`config.mk`:
```
export PLATFORM = sky130hd
export DESIGN_NAME = qrv_sqrt
export DESIGN_NICKNAME = d
export VERILOG_FILES = /design/src/design/qrv_pkg.sv /design/src/design/qrv_sqrt.sv
export SDC_FILE = /design/constraint.sdc
export NUM_CORES = 1
export LEC_CHECK = 0
export BUFFER_PORTS_ARGS = -buffer_cell sky130_fd_sc_hd__buf_4
export CORE_MARGIN = 1
export CORE_UTILIZATION = 55
export CTS_BUF_LIST = sky130_fd_sc_hd__clkbuf_4
export CTS_CLUSTER_SIZE = 40
export DETAILED_ROUTE_END_ITERATION = 6
export GPL_ROUTABILITY_DRIVEN = 0
export PLACE_DENSITY = 0.79
export SLEW_MARGIN = 20
export SYNTH_ARGS = -nofsm -noshare
export SYNTH_HDL_FRONTEND = slang
export SYNTH_SLANG_ARGS = --single-unit
```
`constraint.sdc`:
```
create_clock -name i_clk -period 3.6 [get_ports i_clk]
set_clock_uncertainty 0.1 [all_clocks]
set_input_delay 0.36 -clock i_clk [delete_from_list [all_inputs] [get_ports i_clk]]
set_output_delay 0.36 -clock i_clk [all_outputs]
set_load 0.005 [all_outputs]
```
`src/design/qrv_pkg.sv`:
```
`timescale 1ns / 1ps
// ----------------------------------------------------------------------------
// qrv_pkg
// Shared widths, stage counts and constants of the quaternion vector rotator.
// ----------------------------------------------------------------------------
package qrv_pkg;

    // field widths
    localparam int DW        = 16;
    localparam int FRAC_BITS = 14;
    localparam int INV_BITS  = 16;
    localparam int OUT_SHIFT = FRAC_BITS + INV_BITS;

    // norm: sum of four squares, its root, the norm with one LSB of epsilon
    localparam int SQ_W   = 2 * DW + 1;
    localparam int ROOT_W = DW + 1;
    localparam int NRM_W  = DW + 1;

    // divider: |part| * 2^INV_BITS plus half the norm over the norm
    localparam int NUM_W  = DW + INV_BITS;
    localparam int QT_W   = INV_BITS + 1;
    localparam int DREM_W = NRM_W + QT_W - 1;
    localparam int IQ_W   = QT_W + 1;

    // products
    localparam int H1_W  = DW + 1;
    localparam int R_W   = 2 * H1_W;
    localparam int AS_W  = R_W + 1;
    localparam int BS_W  = IQ_W + 1;
    localparam int LO_W  = 18;
    localparam int HI_W  = AS_W - LO_W;
    localparam int PLO_W = 2 * BS_W;
    localparam int PHI_W = HI_W + BS_W;
    localparam int P2_W  = AS_W + BS_W;
    localparam int F_W   = P2_W + 3;
    localparam int QV_W  = F_W + 1 - OUT_SHIFT;

    // pipeline depth
    localparam int SQRT_STAGES = ROOT_W;
    localparam int DIV_STAGES  = QT_W;
    localparam int RDLY        = SQRT_STAGES + 1 + DIV_STAGES + 1;
    localparam int PIPE_STAGES = 2 + SQRT_STAGES + 1 + DIV_STAGES + 7;

    // saturation limits
    localparam int MAG_POS_MAX = 2 ** (DW - 1) - 1;
    localparam int MAG_NEG_MAX = 2 ** (DW - 1);

    typedef logic signed [DW-1:0] t_s16;

    localparam t_s16 S16_MAX = 16'sh7FFF;
    localparam t_s16 S16_MIN = 16'sh8000;

endpackage

```
`src/design/qrv_sqrt.sv`:
```
`timescale 1ns / 1ps
// ----------------------------------------------------------------------------
// qrv_sqrt
// Pipelined restoring integer square root, one result bit per stage.
// ----------------------------------------------------------------------------
module qrv_sqrt (
    input  logic                           i_clk,
    input  logic                           i_en,
    input  logic [qrv_pkg::SQ_W-1:0]       i_s,
    output logic [qrv_pkg::ROOT_W-1:0]     o_root
);

    localparam int ROOT_W = qrv_pkg::ROOT_W;
    localparam int REM_W  = qrv_pkg::SQ_W + 2;

    logic [REM_W-1:0]  r_rem  [ROOT_W-1];
    logic [ROOT_W-1:0] r_root [ROOT_W];

    // stage g settles root bit ROOT_W-1-g
    for (genvar g = 0; g < ROOT_W; g++) begin : g_stage
        localparam int B = ROOT_W - 1 - g;
        logic [REM_W-1:0]  w_rem_in;
        logic [REM_W-1:0]  w_trial;
        logic [ROOT_W-1:0] w_root_in;
        logic              w_take;

        if (g == 0) begin : g_first
            assign w_rem_in  = REM_W'(i_s);
            assign w_root_in = '0;
        end else begin : g_next
            assign w_rem_in  = r_rem[g-1];
            assign w_root_in = r_root[g-1];
        end

        // (root + 2^B)^2 - root^2
        assign w_trial = (REM_W'(w_root_in) << (B + 1)) + (REM_W'(1) << (2 * B));
        assign w_take  = (w_rem_in >= w_trial);

        always_ff @(posedge i_clk) begin
            if (i_en) begin
                r_root[g] <= w_take ? (w_root_in | (ROOT_W'(1) << B)) : w_root_in;
            end
        end

        // the final stage needs no remainder
        if (g < ROOT_W - 1) begin : g_rem
            logic [REM_W-1:0] n_rem;
            assign n_rem = w_take ? (w_rem_in - w_trial) : w_rem_in;
            always_ff @(posedge i_clk) begin
                if (i_en) begin
                    r_rem[g] <= n_rem;
                end
            end
        end
    end

    assign o_root = r_root[ROOT_W-1];

endmodule

```
==> flow_summary.toml, run 1 <==
[logic_synthesis]
yosys.area.top_type_share_pct = 63.3
synth_ff_type = "edfxtp_1"
yosys-top-cells-count = "712 x edfxtp_1, 213 x inv_1, 166 x ha_1, 157 x nor2_1, 143 x nand2_1"
yosys_warnings = 0
synth_area_leader_cell = "edfxtp_1"
synth-seq-area-share_pct = 63.3
synth_seq_cells = 712
synth_cells = 2612
synth_edf_count = 712
synth.most_common_cell = "edfxtp_1"
yosysUniqueCellTypes = 86
netlist_area_um2 = 33800
synth_area_leaders = "edfxtp_1 63%, ha_1 6.1%, xnor2_1 3.3%, xor2_1 2.4%, inv_1 2.4%"
syn_avg_cell_area_um2 = 12.9
synth_async_sr_flop_share_pct = 0

[place]
placed_cells = 3440
dp_slack_ps = 169
portBuffers = 51
dp_hpwl_mm = 48.8
place_area_um2 = 35400

[cells_and_area]
syn_to_final_growth_pct = 13.7
fin_nets = 3106
final_area_um2 = 38400
drive_gt1_share_pct = 14.0
fin_cells = 3832

[worst_hold_path]
whs_endpoint = "r_root[16][16]"
holdPathStages = 0
hp-start = "r_root[15][16]"
hp-class = "reg2reg"

[floorplan]
die_h_um = 250
core_area_um2 = 60600
dieArea_um2 = 62400
fp-row-count = 90
ios = 52
start_util_pct = 55.8
die_x_um = 250

[route]
wl_per_cell_um = 18.4
drtIter0Drc = 1673
first_pass_iters = 6
via_per_inst = 5.81
drtAntennaViolNets = 0
num_vias = 22300
drc = 0
drt_wl_total_mm = 70.6

[power_and_ir_drop]
comb_power_share_pct = 15.9
clockPowerShare_pct = 32.4
seqPwrFrac_pct = 51.7
p_switching_mw = 5.96
p_sw_share_pct = 28.2
p_per_area_nw_per_um2 = 550
p_total_mw = 21.1
ir_worst_vdd_v = 0.000457
p_int_mw = 15.2
power.static_leakage_nw = 14.6

[worst_setup_path]
critPathLaunchType = "register"
worstReg2RegEnd = "r_rem[1][24]"
cpMaxStageDelayCell = "or4_1"
cp_max_fo = 22
worstPathCellList = "or4_4 -> nor4_2 -> o41ai_1 -> or2_1 -> or4_1 -> mux2_2"
required_ps = 4260
end_kind = "register"
r2r_start = "r_rem[0][273]"
critPathKind = "reg2reg"
critPathMaxStageDelay_ps = 770
worstPathArrival_ps = 4030
rrSetupSlack_ps = 240
worst-r2r-cell-count = 6

[run]
max-cap-violations = 0

[cts]
clk_pin_slew_ps = 70
cts_root_buf = "clkbuf_4"
cts_buffer_depth = 3
htree_num_levels = 4
cts_tree = "done"
numCtsBuffers = 178
postCtsSetupRepairBufs = 0
clk_latency_ps = 1030
clock_sinks = 712

[global_routing]
antenna_found_initial = 2
grt_usage_pct = 22.9
grt_max_degree = 92
grt_pass1_wl_mm = 113
grt-ovfl-total = 0
first_global_vias = 23200

[timing]
period_share_pct = 93.4
max_freq_mhz = 297
worst_pin_slew_ps = 1030
slew_headroom_pct = 30.5
hold_viol_final = 0
min_period_ps = 3360
setup_viol = 0
tns_ps = 0
rsz0062_at_grt = "no"
slew_viol_final = 0
fin_ws_ps = 237

[outcome]
run_status = "finished, final reports clean"
-- how the worst max path moves through the flow --
stage	start	end	slack, ps	cells past startpoint
2_1_floorplan	r_rem[1][125]	r_rem[1][161]	750	9
3_3_place_gp	r_rem[1][49]	r_rem[1][99]	270	8
3_5_place_dp	r_root[12][16]	r_rem[1][206]	170	9
4_1_cts	r_root[12][16]	r_rem[1][206]	80	9
5_1_grt	r_rem[1][49]	r_rem[1][100]	50	8
6_report	r_rem[0][273]	r_rem[1][24]	240	6
-- through the flow --
stage               util [%]  hold WS (ps)
floorplan                  -           317
detailed placement      58.4           333
global placement        58.4           327
finish                  63.4           317
CTS                     63.4           321
global route            63.4           329
-- layout make-up --
class | instances | area (um^2)
Fill cell | 4262 | 22200
Sequential cell | 712 | 21400
Multi-Input combinational cell | 1642 | 11500
Clock buffer | 255 | 1910
Timing Repair Buffer | 157 | 1450
Tap cell | 782 | 978
Inverter | 214 | 803
Clock inverter | 66 | 409
Antenna cell | 4 | 10.0
-- metal layers --
metal / track usage (%) / vias to the layer above / routed length [um]
met3: 4.04 / 249 / 3380
met4: 15.2 / 0 / 3540
li1: - / 10600 / -
met5: 0 / - / 0
met1: 21.8 / 10600 / 24200
met2: 44.5 / 860 / 39400
-- registers in the layout, summed over array words and instances (netlist names) --
signal  flops
r_rem     559
r_root    153
-- cells by family (layout without fill, tap and decap cells) --
kind of cell | after synthesis | in the layout | share of synthesized area [%]
flip-flops | 712 | 712 | 63.3
buffers and inverters | 259 | 692 | 2.98
other | 1 | 6 | 0.0111
AND/OR/NAND/NOR | 768 | 768 | 12.3
multiplexers | 30 | 30 | 0.977
XOR/XNOR | 219 | 219 | 5.68
AO/OA/AOI/OAI | 457 | 457 | 8.63
adder cells (fa/ha/maj) | 166 | 166 | 6.15
-- placed cells by master, fill, tap and decap left out, types with 7 or more instances in the layout --
cell type      Yosys  final
nand2_1          143    143
nand3b_1           7      7
a21oi_1          123    123
a21boi_0           8      8
buf_4              1     81
or4_1             21     21
inv_1            213    213
nor4b_1           21     20
nand4_1           55     55
o21a_1            43     43
or2_2              8      8
o21ai_0          126    126
nor2b_1           24     24
nand2b_1          30     30
mux2_2            24     24
o31a_1             9      9
a31oi_1            9      9
a21o_1            38     38
or3_1             37     37
ha_1             166    166
and2_1            10     10
edfxtp_1         712    712
xor2_1            92     92
xnor2_1          127    127
nor3_1            71     70
clkinv_1           1     46
nand4b_1           8      8
nor2_1           157    157
and3_1            14     14
nand3_1           43     43
clkbuf_4           0    255
o211ai_1           9      9
buf_12             0      8
dlygate4sd3_1      0     67
o31ai_1           19     19
nor4_1            85     85
a211oi_1          11     11
-- power by group through the flow --
stage               Clock, mW  Combinational (mW)  Sequential (mW)
floorplan                   0                2.37             10.8
global placement            0                3.05             11.0
detailed placement          0                3.22             11.1
CTS                      6.96                3.29             10.9
global route             7.42                3.69             11.0
finish                   6.84                3.36             10.9
-- critical path, delay by kind of cell, from the launching register on --
kind,cells,cell delay [ps]
simple gates,4,1960
mux,1,400
compound gates,1,220
flops,1,440
-- timing repair --
item | CTS | global route
setup endpoints to repair | 0 | 9
resized for setup | 0 | 1
endpoints found under the hold margin | 240 | 0
hold buffers | 67 | 0
No activity file was read; power rests on OpenSTA's default activity.
==> run 2, diff against run 1 <==
--- a/config.mk
+++ b/config.mk
@@ -6,7 +6,7 @@
 export NUM_CORES = 1
 export LEC_CHECK = 0
 export BUFFER_PORTS_ARGS = -buffer_cell sky130_fd_sc_hd__buf_4
-export CORE_MARGIN = 1
+export CORE_MARGIN = 2
 export CORE_UTILIZATION = 55
 export CTS_BUF_LIST = sky130_fd_sc_hd__clkbuf_4
 export CTS_CLUSTER_SIZE = 40
==> run 2 against run 1 <==
Compared with the run above:
- via count barely moved
- design area down 0.61%
- first-iteration DRC count fell by 6.9%
- critical path depth increased by 2
- core utilization fell by 0.39 points
- count of clock-buffer cells in the layout shrank 20
- largest power group unchanged
==> flow_summary.toml, run 2 (synthesized netlist as in run 1, its figures left out) <==
[run]
max-cap-violations = 0

[timing]
slew_viol_final = 0
worst_pin_slew_ps = 1070
slew_headroom_pct = 27.9
tns_ps = 0
hold_viol_final = 0
rsz0062_at_grt = "no"
min_period_ps = 3360
max_freq_mhz = 297
setup_viol = 0
period_share_pct = 93.5
whs_ps = 314

[cells_and_area]
syn_to_final_growth_pct = 13.0
layout_common_cells = "712 x edfxtp_1, 235 x clkbuf_4, 213 x inv_1"
top_regs = "r_rem: 559 flops, r_root: 153 flops"
fillCellCount = 4277
fin_nets = 3100
fin_util_pct = 63.0
final_common_cell = "edfxtp_1"
final_area_um2 = 38200
drive_gt1_share_pct = 13.4
regMostFlops = "r_rem"
largest_reg_flops = 559

[route]
wl_per_cell_um = 18.7
drtAntennaViolNets = 0
drt_wl_total_mm = 71.2
num_vias = 22300
via_per_inst = 5.84
drc = 0
drtIter0Drc = 1557
first_pass_iters = 7

[outcome]
run_status = "finished, final reports clean"

[worst_setup_path]
critPathKind = "reg2reg"
required_ps = 4270
worstPathArrival_ps = 4040
critPathLaunchType = "register"
cp_max_fo = 11
end_kind = "register"

[power_and_ir_drop]
p_per_area_nw_per_um2 = 542
ir_worst_vdd_v = 0.000412
power.static_leakage_nw = 14.5

[global_routing]
grt-ovfl-total = 0
grt_max_degree = 97
first_global_vias = 23100
antenna_found_initial = 2
grt_pass1_wl_mm = 113
grt_usage_pct = 22.7

[cts]
clk_pin_slew_ps = 70
htree_num_levels = 4
cts_buffer_depth = 3
clock_sinks = 712
cts_tree = "done"
postCtsSetupRepairBufs = 0
numCtsBuffers = 176
cts_root_buf = "clkbuf_4"
clk_latency_ps = 1050

[worst_hold_path]
hp-class = "in2reg"

[floorplan]
start_util_pct = 55.8
dieArea_um2 = 63400
die_x_um = 252
die_h_um = 252
fp-row-count = 90
ios = 52
core_area_um2 = 60600

[place]
place_area_um2 = 35400
dp_hpwl_mm = 49.0
portBuffers = 51
==> run 2: changes by cell type in the layout (fill, tap and decap cells not counted), sizes merged <==
cell	delta
inv	-5
clkinv	+8
diode	+2
clkbuf	-20
buf	-4
==> run 2: per-stage QoR <==
step / std cells / setup WS (ps) / power (mW)
final: 3813 / 236 / 20.7
after floorplan: 2613 / 745 / 13.2
after detailed placement: 3436 / 293 / 14.3
after CTS: 3807 / 257 / 20.7
after global routing: 3812 / 16.0 / 21.7
after global placement: 3436 / 281 / 14.1
==> run 2: routing by layer <==
layer	vias up	routed length (um)	global-route usage [%]
met5	-	0	0
met2	773	39400	43.7
met3	257	3670	4.85
met4	0	3500	13.8
li1	10500	-	-
met1	10700	24700	21.9
==> run 2: layout make-up <==
class	count	area (um^2)	share of cell area [%]
Clock inverter	69	368	0.964
Sequential cell	712	21400	56.0
Antenna cell	6	15.0	0.0393
Clock buffer	235	1760	4.62
Multi-Input combinational cell	1642	11500	30.0
Inverter	214	803	2.10
Timing Repair Buffer	153	1410	3.70
Tap cell	782	978	2.56
==> run 2: worst max-delay path, cell delays in order, from the launching register on <==
cell,delay (ps)
edfxtp_1,420
inv_1,60
ha_1,460
nor4b_1,630
nand4_1,170
o31a_1,290
nor4bb_2,200
buf_4,200
o31ai_1,540
==> run 2: what timing repair did <==
item                                   4_1_cts  5_1_grt
hold buffers                                67        0
resized for setup                            0        0
endpoints found under the hold margin      268        0
==> run 2: worst paths after layout <==
path | cells past startpoint | slack, ps | startpoint | end
worst min register to register | 0 | 330 | r_rem[0][249] | r_rem[1][4]
worst max register to register | 8 | 240 | r_root[3][13] | r_rem[0][167]
worst min-delay path | 2 | 310 | i_en | r_root[6][12]
worst max-delay path | 8 | 240 | r_root[3][13] | r_rem[0][167]
==> run 2: power by group <==
group	switching [mW]	total (mW)	internal (mW)
combinational	1.88	3.34	1.46
sequential	0.666	10.9	10.3
clock	3.27	6.41	3.15
